[src/hw/rtl/dsf_pkg.sv]
// Shared types, constants and helper functions for the deblocking edge sample filter.
// Used by dsf_filter, deblock_edge_sample_filter and tb_top; depends on nothing else.
`default_nettype none

package dsf_pkg;

	localparam int unsigned SAMPLE_W   = 14;
	localparam int unsigned DEPTH_W    = 4;
	localparam int unsigned MIN_DEPTH  = 8;
	localparam int unsigned MAX_DEPTH  = 14;
	localparam int unsigned IN_DATA_W  = 152;
	localparam int unsigned OUT_DATA_W = 88;

	localparam logic [SAMPLE_W-1:0] SAMPLE_MAX = '1;

	typedef logic [SAMPLE_W-1:0] sample_t;

	typedef enum logic [0:0] {
		CFG_LUMA_DEPTH   = 1'b0,
		CFG_CHROMA_DEPTH = 1'b1
	} cfg_index_t;

	typedef struct packed {
		logic [55:0] p_side;
		logic [55:0] q_side;
		logic [13:0] alpha_limit;
		logic [10:0] beta_limit;
		logic [2:0]  strength;
		logic [5:0]  clip_index;
		logic        chroma_style;
		logic        use_chroma_depth;
	} line_t;

	typedef struct packed {
		sample_t new_p0;
		sample_t new_p1;
		sample_t new_p2;
		sample_t new_q0;
		sample_t new_q1;
		sample_t new_q2;
		logic    was_filtered;
	} result_t;

	function automatic sample_t absd(input sample_t a, input sample_t b);
		if (a > b) begin
			return a - b;
		end
		return b - a;
	endfunction

	// Limits a signed value to [-lim, lim].
	function automatic logic signed [17:0] clip_sym(input logic signed [17:0] x,
			input logic [10:0] lim);
		logic signed [17:0] hi;
		hi = $signed({7'b0, lim});
		if (x > hi) begin
			return hi;
		end
		if (x < -hi) begin
			return -hi;
		end
		return x;
	endfunction

	// Limits a signed value to [0, hi].
	function automatic sample_t clip_sample(input logic signed [17:0] x, input sample_t hi);
		if (x < 18'sd0) begin
			return '0;
		end
		if (x > $signed({4'b0, hi})) begin
			return hi;
		end
		return x[SAMPLE_W-1:0];
	endfunction

	// tc0 clipping table; indexes above the last row read the last row.
	function automatic logic [4:0] tc0_lookup(input logic [5:0] idx, input logic [1:0] bs);
		logic [14:0] row;
		case (idx) inside
			[6'd0:6'd16]:  row = {5'd0,  5'd0,  5'd0};
			[6'd17:6'd20]: row = {5'd1,  5'd0,  5'd0};
			[6'd21:6'd22]: row = {5'd1,  5'd1,  5'd0};
			[6'd23:6'd26]: row = {5'd1,  5'd1,  5'd1};
			[6'd27:6'd30]: row = {5'd2,  5'd1,  5'd1};
			[6'd31:6'd32]: row = {5'd3,  5'd2,  5'd1};
			6'd33:         row = {5'd3,  5'd2,  5'd2};
			6'd34:         row = {5'd4,  5'd2,  5'd2};
			[6'd35:6'd36]: row = {5'd4,  5'd3,  5'd2};
			6'd37:         row = {5'd5,  5'd3,  5'd3};
			[6'd38:6'd39]: row = {5'd6,  5'd4,  5'd3};
			6'd40:         row = {5'd7,  5'd5,  5'd4};
			6'd41:         row = {5'd8,  5'd5,  5'd4};
			6'd42:         row = {5'd9,  5'd6,  5'd4};
			6'd43:         row = {5'd10, 5'd7,  5'd5};
			6'd44:         row = {5'd11, 5'd8,  5'd6};
			6'd45:         row = {5'd13, 5'd8,  5'd6};
			6'd46:         row = {5'd14, 5'd10, 5'd7};
			6'd47:         row = {5'd16, 5'd11, 5'd8};
			6'd48:         row = {5'd18, 5'd12, 5'd9};
			6'd49:         row = {5'd20, 5'd13, 5'd10};
			6'd50:         row = {5'd23, 5'd15, 5'd11};
			default:       row = {5'd25, 5'd17, 5'd13};
		endcase
		case (bs)
			2'd1:    return row[4:0];
			2'd2:    return row[9:5];
			2'd3:    return row[14:10];
			default: return 5'd0;
		endcase
	endfunction

endpackage

`default_nettype wire

[src/hw/rtl/dsf_filter.sv]
// Combinational edge filter for one line of eight samples: gates, strong and normal filters.
// Depends on dsf_pkg.
`default_nettype none

module dsf_filter (
	input  wire dsf_pkg::line_t   line,
	input  wire [3:0]             luma_depth,
	input  wire [3:0]             chroma_depth,
	output dsf_pkg::result_t      result
);

	dsf_pkg::sample_t p0, p1, p2, p3, q0, q1, q2, q3;
	dsf_pkg::sample_t ad_pq, ad_p10, ad_q10, ad_p20, ad_q20, near_lim;
	dsf_pkg::sample_t beta_ext, maxv;
	logic             gate_on, ap_ok, aq_ok, near, strong_p, strong_q;
	logic             is_strong, is_normal;

	logic [16:0]      sp0, sp1, sp2, sq0, sq1, sq2, cp0, cq0;

	logic [3:0]       depth_raw, depth;
	logic [2:0]       dsh;
	logic [14:0]      mx;
	logic [10:0]      tc0, tc;
	logic [14:0]      avg_sum;
	dsf_pkg::sample_t avg;
	logic signed [17:0] dq, draw, dshr, delta, np0_s, nq0_s;
	logic signed [17:0] tp, tq, adj_p, adj_q, np1_s, nq1_s;

	function automatic logic [16:0] ext(input dsf_pkg::sample_t x);
		return {3'b0, x};
	endfunction

	function automatic logic signed [17:0] sx(input dsf_pkg::sample_t x);
		return $signed({4'b0, x});
	endfunction

	always_comb begin
		p0 = line.p_side[13:0];
		p1 = line.p_side[27:14];
		p2 = line.p_side[41:28];
		p3 = line.p_side[55:42];
		q0 = line.q_side[13:0];
		q1 = line.q_side[27:14];
		q2 = line.q_side[41:28];
		q3 = line.q_side[55:42];

		beta_ext = {3'b0, line.beta_limit};
		ad_pq    = dsf_pkg::absd(p0, q0);
		ad_p10   = dsf_pkg::absd(p1, p0);
		ad_q10   = dsf_pkg::absd(q1, q0);
		ad_p20   = dsf_pkg::absd(p2, p0);
		ad_q20   = dsf_pkg::absd(q2, q0);
		ap_ok    = ad_p20 < beta_ext;
		aq_ok    = ad_q20 < beta_ext;
		near_lim = {2'b0, line.alpha_limit[13:2]} + 14'd2;
		near     = ad_pq < near_lim;

		gate_on = (line.strength >= 3'd1) && (line.strength <= 3'd4)
			&& (ad_pq < line.alpha_limit) && (ad_p10 < beta_ext) && (ad_q10 < beta_ext);
		is_strong = gate_on && (line.strength == 3'd4);
		is_normal = gate_on && (line.strength != 3'd4);
		strong_p  = !line.chroma_style && ap_ok && near;
		strong_q  = !line.chroma_style && aq_ok && near;

		// Strong filter taps.
		sp0 = ext(p2) + (ext(p1) << 1) + (ext(p0) << 1) + (ext(q0) << 1) + ext(q1) + 17'd4;
		sp1 = ext(p2) + ext(p1) + ext(p0) + ext(q0) + 17'd2;
		sp2 = (ext(p3) << 1) + ext(p2) + (ext(p2) << 1) + ext(p1) + ext(p0) + ext(q0) + 17'd4;
		sq0 = ext(p1) + (ext(p0) << 1) + (ext(q0) << 1) + (ext(q1) << 1) + ext(q2) + 17'd4;
		sq1 = ext(p0) + ext(q0) + ext(q1) + ext(q2) + 17'd2;
		sq2 = (ext(q3) << 1) + ext(q2) + (ext(q2) << 1) + ext(q1) + ext(q0) + ext(p0) + 17'd4;
		cp0 = (ext(p1) << 1) + ext(p0) + ext(q1) + 17'd2;
		cq0 = (ext(q1) << 1) + ext(q0) + ext(p1) + 17'd2;

		// Normal filter.
		depth_raw = line.use_chroma_depth ? chroma_depth : luma_depth;
		if (depth_raw < 4'(dsf_pkg::MIN_DEPTH)) begin
			depth = 4'(dsf_pkg::MIN_DEPTH);
		end else if (depth_raw > 4'(dsf_pkg::MAX_DEPTH)) begin
			depth = 4'(dsf_pkg::MAX_DEPTH);
		end else begin
			depth = depth_raw;
		end
		dsh  = 3'(depth - 4'(dsf_pkg::MIN_DEPTH));
		mx   = (15'd1 << depth) - 15'd1;
		maxv = mx[13:0];

		tc0 = {6'b0, dsf_pkg::tc0_lookup(line.clip_index, line.strength[1:0])} << dsh;
		if (line.chroma_style) begin
			tc = tc0 + 11'd1;
		end else begin
			tc = tc0 + 11'(ap_ok) + 11'(aq_ok);
		end

		dq    = sx(q0) - sx(p0);
		draw  = (dq <<< 2) + (sx(p1) - sx(q1)) + 18'sd4;
		dshr  = draw >>> 3;
		delta = dsf_pkg::clip_sym(dshr, tc);
		np0_s = sx(p0) + delta;
		nq0_s = sx(q0) - delta;

		avg_sum = {1'b0, p0} + {1'b0, q0} + 15'd1;
		avg     = avg_sum[14:1];
		tp      = sx(p2) + sx(avg) - (sx(p1) <<< 1);
		tq      = sx(q2) + sx(avg) - (sx(q1) <<< 1);
		adj_p   = dsf_pkg::clip_sym(tp >>> 1, tc0);
		adj_q   = dsf_pkg::clip_sym(tq >>> 1, tc0);
		np1_s   = sx(p1) + adj_p;
		nq1_s   = sx(q1) + adj_q;

		result.new_p0       = p0;
		result.new_p1       = p1;
		result.new_p2       = p2;
		result.new_q0       = q0;
		result.new_q1       = q1;
		result.new_q2       = q2;
		result.was_filtered = gate_on;

		if (is_strong) begin
			if (strong_p) begin
				result.new_p0 = sp0[16:3];
				result.new_p1 = sp1[15:2];
				result.new_p2 = sp2[16:3];
			end else begin
				result.new_p0 = cp0[15:2];
			end
			if (strong_q) begin
				result.new_q0 = sq0[16:3];
				result.new_q1 = sq1[15:2];
				result.new_q2 = sq2[16:3];
			end else begin
				result.new_q0 = cq0[15:2];
			end
		end else if (is_normal) begin
			result.new_p0 = dsf_pkg::clip_sample(np0_s, maxv);
			result.new_q0 = dsf_pkg::clip_sample(nq0_s, maxv);
			if (!line.chroma_style && ap_ok) begin
				result.new_p1 = dsf_pkg::clip_sample(np1_s, dsf_pkg::SAMPLE_MAX);
			end
			if (!line.chroma_style && aq_ok) begin
				result.new_q1 = dsf_pkg::clip_sample(nq1_s, dsf_pkg::SAMPLE_MAX);
			end
		end
	end

endmodule

`default_nettype wire

[src/hw/rtl/deblock_edge_sample_filter.sv]
// An accepted item passes through two register stages (input register, result register)
// before its result reaches the master side. Throughput: one item per cycle while the
// master side accepts results; the result register lets the input side keep taking items.
// Reset clears both valid flags and sets both bit depth registers to 8.
// Top level of the deblocking edge sample filter; depends on dsf_pkg and dsf_filter.
`default_nettype none

module deblock_edge_sample_filter (
	input  wire                               clk,
	input  wire                               arst_n,
	input  wire                               s_axis_tvalid,
	output logic                              s_axis_tready,
	// p_side, q_side, alpha_limit, beta_limit, strength, clip_index, zero pad
	input  wire [dsf_pkg::IN_DATA_W-1:0]      s_axis_tdata,
	// chroma_style, use_chroma_depth
	input  wire [1:0]                         s_axis_tuser,
	output logic                              m_axis_tvalid,
	input  wire                               m_axis_tready,
	// new_p0, new_p1, new_p2, new_q0, new_q1, new_q2, zero pad
	output logic [dsf_pkg::OUT_DATA_W-1:0]    m_axis_tdata,
	// was_filtered
	output logic                              m_axis_tuser,
	input  wire                               cfg_valid,
	output logic                              cfg_ready,
	input  wire [0:0]                         cfg_index,
	input  wire [3:0]                         cfg_data
);

	dsf_pkg::line_t   line_s1;
	logic             valid_s1;
	dsf_pkg::result_t result_s2;
	dsf_pkg::result_t result_c;
	logic             valid_s2;
	logic             adv;
	logic [3:0]       luma_depth_q;
	logic [3:0]       chroma_depth_q;

	assign adv           = !valid_s2 || m_axis_tready;
	assign s_axis_tready = !valid_s1 || adv;
	assign cfg_ready     = 1'b1;

	always_ff @(posedge clk or negedge arst_n) begin
		if (!arst_n) begin
			luma_depth_q   <= 4'(dsf_pkg::MIN_DEPTH);
			chroma_depth_q <= 4'(dsf_pkg::MIN_DEPTH);
		end else if (cfg_valid) begin
			unique case (dsf_pkg::cfg_index_t'(cfg_index))
				dsf_pkg::CFG_LUMA_DEPTH:   luma_depth_q   <= cfg_data;
				dsf_pkg::CFG_CHROMA_DEPTH: chroma_depth_q <= cfg_data;
				default: ;
			endcase
		end
	end

	always_ff @(posedge clk or negedge arst_n) begin
		if (!arst_n) begin
			valid_s1 <= 1'b0;
			valid_s2 <= 1'b0;
		end else begin
			if (s_axis_tready) begin
				valid_s1 <= s_axis_tvalid;
			end
			if (adv) begin
				valid_s2 <= valid_s1;
			end
		end
	end

	always_ff @(posedge clk) begin
		if (s_axis_tvalid && s_axis_tready) begin
			line_s1.p_side           <= s_axis_tdata[55:0];
			line_s1.q_side           <= s_axis_tdata[111:56];
			line_s1.alpha_limit      <= s_axis_tdata[125:112];
			line_s1.beta_limit       <= s_axis_tdata[136:126];
			line_s1.strength         <= s_axis_tdata[139:137];
			line_s1.clip_index       <= s_axis_tdata[145:140];
			line_s1.chroma_style     <= s_axis_tuser[0];
			line_s1.use_chroma_depth <= s_axis_tuser[1];
		end
		if (adv && valid_s1) begin
			result_s2 <= result_c;
		end
	end

	dsf_filter u_filter (
		.line         (line_s1),
		.luma_depth   (luma_depth_q),
		.chroma_depth (chroma_depth_q),
		.result       (result_c)
	);

	assign m_axis_tvalid = valid_s2;
	assign m_axis_tdata  = {4'b0, result_s2.new_q2, result_s2.new_q1, result_s2.new_q0,
		result_s2.new_p2, result_s2.new_p1, result_s2.new_p0};
	assign m_axis_tuser  = result_s2.was_filtered;

endmodule

`default_nettype wire

[config.mk]
export PLATFORM = sky130hd
export DESIGN_NAME = deblock_edge_sample_filter
export DESIGN_NICKNAME = d
export VERILOG_FILES = /design/src/hw/rtl/dsf_pkg.sv /design/src/hw/rtl/dsf_filter.sv /design/src/hw/rtl/deblock_edge_sample_filter.sv
export SDC_FILE = /design/constraint.sdc
export NUM_CORES = 2
export LEC_CHECK = 0
export BUFFER_PORTS_ARGS = -buffer_cell sky130_fd_sc_hd__buf_2
export CAP_MARGIN = 20
export CORE_ASPECT_RATIO = 0.75
export CORE_MARGIN = 4
export CORE_UTILIZATION = 30
export CTS_CLUSTER_SIZE = 30
export DETAILED_ROUTE_END_ITERATION = 16
export PLACE_DENSITY_LB_ADDON = 0.12
export SKIP_LAST_GASP = 1
export SYNTH_ARGS = -nofsm -noshare
export SYNTH_HDL_FRONTEND = slang
export SYNTH_SLANG_ARGS = --single-unit
[constraint.sdc]
create_clock -name clk -period 13.1 [get_ports clk]
set_input_delay 1.965 -clock clk [delete_from_list [all_inputs] [get_ports clk]]
set_output_delay 1.965 -clock clk [all_outputs]
set_load 0.1 [all_outputs]
* Word-level counts from Yosys, hierarchy flattened
Cells that the tools add are included.
** Storage, ports and cells
- Register bits :: 243
- Input bits :: 164
** Cells by class
- Mux-type cells :: 123
- Add/sub/neg operators :: 68
- Bitwise gates (word level) :: 1
- Magnitude comparators :: 45
- Reduce and logical (&&, ||, !) cells :: 27
- Shift operators :: 2
- Equality and inequality tests :: 19
** Operators with widths (count)
- $mux W14 :: 33
- $mux W15 :: 21
- $mux W18 :: 12
- $mux W28 :: 6
- $sub A14 B14 Y14 :: 10
- $add A17 B14 Y17 :: 8
- $add A17 B15 Y17 :: 6
- $add A16 B14 Y16 :: 6
- $eq A6 B6 Y1 const B :: 14
- $add A14 B14 Y15 :: 5
- $lt A18 B1 Y1 const B :: 4
- $gt A14 B14 Y1 :: 5
- $add A17 B3 Y17 const B :: 4
- $add A15 B14 Y16 :: 4
- $add A16 B2 Y16 const B :: 4
- $lt A14 B11 Y1 :: 4
- $add A15 B18 Y18 :: 3
- $mux W1 :: 46
- $gt A18 B15 Y1 :: 2
- $gt A18 B15 Y1 const B :: 2
- $lt A17 B18 Y1 :: 2
- $neg A11 Y18 :: 2
- $gt A17 B12 Y1 :: 2
- $add A14 B15 Y16 :: 2
- other kinds (37) :: 78

* Longest topological paths before layout
- Depth in word-level cells :: 46
- Gate-level depth with buffers :: 71

* Modules after synthesis
Synthesis repeated with hierarchy kept, for this count alone.
** Second synthesis, totals
- Cell total of the unflattened synthesis :: 4091
- Area total of the unflattened synthesis :: 38092.8 sq um
** Modules (own cells, without submodules)
- dsf_filter :: area each 30634.4 sq um, times used 1, cells an instance 3825
- deblock_edge_sample_filter :: area each 7458.4 sq um, times used 1, cells an instance 266

* Worst setup path after synthesis
OpenSTA, ideal clock, no wires.
- Kind :: reg2reg
- Start point :: register line_s1[93] in the netlist's numbering
- End point :: register result_s2 (netlist bit m_axis_tdata[11]) (data pin)
- Data required time :: 12839 ps
- Period minus slack after synthesis :: 14202 ps
- Data arrival time :: 13940 ps
- Library setup time :: 261 ps
- Path slack :: -1102 ps
- Cell stages (with the launch flop) :: 62
- Path buffers :: 5
- Cells stage by stage :: edfxtp_1 > inv_1 > fa_1 > a21o_1 > a221o_1 > a2111o_1 > a31oi_1 > o22a_1 > buf_2 > buf_1 > mux2_2 > ha_1 > a21boi_0 > o21a_1 > o21a_1 > o21a_1 > o21ai_0 > a21oi_1 > (+26 left out) > a21oi_1 > nand2b_1 > a21boi_0 > o41ai_1 > o21ai_0 > o21a_1 > nor2_1 > xnor2_1 > ha_1 > a21o_1 > a21o_1 > a221oi_1 > a41oi_1 > o32ai_2 > buf_2 > nor2_1 > a21oi_1 > o21ai_1
** RTL lines
- start: declaration :: RTL line deblock_edge_sample_filter.sv:29 : dsf_pkg::line_t line_s1;
- end signal: assignment :: RTL line deblock_edge_sample_filter.sv:81 : result_s2 <= result_c;
- end: declaration :: RTL line deblock_edge_sample_filter.sv:31 : dsf_pkg::result_t result_s2;

==> run summary <==
Vias: 37026
Clock transition at path regs: 0.09 ns
Top-area cell type share of the netlist area: 21.6%
Slowest Stage Delay on Critical Path: 0.55 ns
Hold WS: 0.474 ns
Largest net degree at the start of global routing: 64
Most used cell, CP: buf_4
Yosys reg bits: 243
Vias in the first global route: 34620
Post-synth top area cell: ha_1
CTS Buffer Depth: 3
CP max FO: 4
Final Hold Vio Count: 0
Setup TNS: 0 ns
Max VDD drop: 0.188 mV
Htree depth: 1
Avg Inst Size Synth: 8.85 sq um
Largest cells by area after synthesis: ha_1, edfxtp_1, fa_1
Worst rel slew slack: 29.0%
Tightest Pin Transition: 1.04 ns
Row count: 116
Input/output buffers: 244
Synthesized area: 40400 sq um
Met3 WL: 16400 um
Critical Path Start Type: flop
Syn-to-layout area delta: 19.0%
Global-route wire length before repair: 266000 um
Fmax: 77.5 MHz
Unique masters post-synth: 102
Final setup fails: 0
Final Cycle Share: 98.5%
P_leak: 22.0 nW
CTS sink count: 243
Post-CTS Hold Fix Bufs: 0
Starting Density: 30.2%
Status: complete, no violations
Core Region: 134000 sq um
Hpwl dp: 159000 um
Pre-CTS WS: -0.414 ns
Total power: 12.4 mW
Final Max Tran Viols: 0
Hold Crit Class: reg -> reg
# fillers: 13955
Crit path time final: 12.91 ns
R2r setup slk: 0.19 ns
Placement Cell Area: 46400 sq um
Clock latency at the later pin of the worst-skew pair: 0.66 ns
Crit-path slowest cell: or4_1
Global route overflow: 0
Sequential area share after synthesis: 18.0%
Synth warnings: 0
Synth Flop Type: edfxtp_1
RePlAce Congestion: 0.985
Overall Global Routing Usage: 26.4%
Post-Route WL: 191000 um
CTS tree: yes
Pwr Density: 258 nW/um^2
Wl on met1: 93600 um
FFs w/ async S/R, synth: 4.12%
Vias per cell: 5.34
DRC Markers: 0
Clock Tree Root: clkbuf_16
DR WL met2: 77100 um
Post-synth EDFFs: 233
Die height: 326 um
CP required: 13.49 ns
Die area: 141000 sq um
RSZ-0062 raised after global routing: yes
Top Layer Used: met5
Cells after Synth: 4565
Setup CP Type: reg -> reg
Share of cells above drive strength 1: 17.2%
Antenna cell count: 0
Final instance area: 48100 sq um
First DRT Iteration DRCs: 3607
Nets: 6234
CTS buffer count: 31
Routed Antenna Nets: 0
Pre-antenna DRT Iters: 5
I/O pin total: 256
Wire per inst: 27.6 um
Crit. End Element: flop
Worst Path Arrival: 13.30 ns
Max Cap Violations: 0
PnR worst setup slack: 0.194 ns
Die X: 432 um
Initial antenna violation count: 15
Post-Route Skew: 0.0498 ns
==> worst max-delay path: cells and delay by family, from the launching register on <==
family / cells / cell delay (ns)
buffers and inverters: 10 / 1.66
and+or+nand+nor: 16 / 3.82
DFF: 1 / 0.54
AOI/OAI and AO/OA: 27 / 4.00
adders and majority gates: 6 / 1.78
xor gates and xnor gates: 3 / 0.43
muxes: 2 / 0.44
==> cells in the mapped netlist, types with 23 or more instances <==
cell      number
xor2_1       101
nand2_1      202
xnor2_1      253
a31oi_1       33
nor2_1       337
inv_1        483
nor2b_1       83
a21o_1       134
o21ai_0      252
o21a_1        80
clkbuf_1      92
ha_1         696
fa_1         235
a211oi_1      38
o21ai_1       24
a21oi_1      419
nor3_1        77
nand4_1       29
and2_1        29
mux2_2        30
mux2i_1       63
nand2b_1      50
o211ai_1      23
o21bai_1      91
nand3_1       60
or3_1         30
edfxtp_1     233
==> final timing paths <==
| check | depth (start not counted) | end | startpoint |
|---|---|---|---|
| max | 64 | m_axis_tdata[0] | line_s1[41] |
| min | 1 | m_axis_tvalid | valid_s1 |
| max reg2reg | 64 | m_axis_tdata[0] | line_s1[41] |
| min reg2reg | 1 | m_axis_tvalid | valid_s1 |
| max in group asynchronous | 1 | luma_depth_q[3] | arst_n |
| min in group asynchronous | 1 | chroma_depth_q[1] | arst_n |
==> power by group <==
part / internal (mW) / total, mW / leakage (nW) / switching (mW)
registers: 0.921 / 0.968 / 2.35 / 0.0465
logic: 4.67 / 10.6 / 19.2 / 5.91
clock network: 0.454 / 0.833 / 0.453 / 0.380
==> registers in the layout, indices dropped and copies added, names as in the netlist <==
signal and count:
m_axis_tdata 84, line_s1 148, valid_s1 1, chroma_depth_q 4, m_axis_tuser 1, luma_depth_q 4, m_axis_tvalid 1
==> area by class of cell <==
class | count | area (sq um) | share of cell area [%]
tap | 1770 | 2210 | 4.61
sequential | 243 | 7250 | 15.1
clock buffer | 35 | 791 | 1.65
clock inverter | 20 | 149 | 0.310
timing repair buffer | 661 | 4440 | 9.23
inverter | 493 | 1860 | 3.86
multi-input combinational | 3709 | 31400 | 65.3
==> kinds of logic after synthesis <==
group | after synthesis | synth area share, %
xor+xnor | 354 | 7.68
other cells | 2 | 0.0186
buf+inv | 626 | 6.01
flops | 243 | 18.0
simple gates | 1009 | 12.2
mux | 93 | 2.40
compound gates | 1307 | 20.6
fa+ha+maj | 931 | 33.2
==> timing repair <==
item,in CTS,in global routing
gates resized for setup,24,101
buffers inserted,2,19
pin swaps,17,50
endpoints found under the setup margin,28,28
hold endpoints to repair,0,0
==> per-stage QoR <==
step	cells	util, %
5_1_grt	6931	36.0
4_1_cts	6911	35.5
3_3_place_gp	6854	34.8
6_report	6931	36.0
2_1_floorplan	4578	-
3_5_place_dp	6854	34.8
==> metal layers <==
layer  vias up  track usage, %
met3       160            4.94
met2      1463            37.6
met1     18056            41.0
met5         -               0
li1      17341               -
met4         6            4.76
==> cell usage in the layout, fill, tap and decap left out, drive strengths merged, types with 77 or more instances in the layout <==
cell	count
a21o	134
a21oi	422
buf	660
edfxtp	233
fa	235
ha	696
inv	491
nand2	203
nor2	339
nor2b	83
nor3	77
o21a	80
o21ai	276
o21bai	91
xnor2	253
xor2	101
Power figures use the tool's default switching activity.
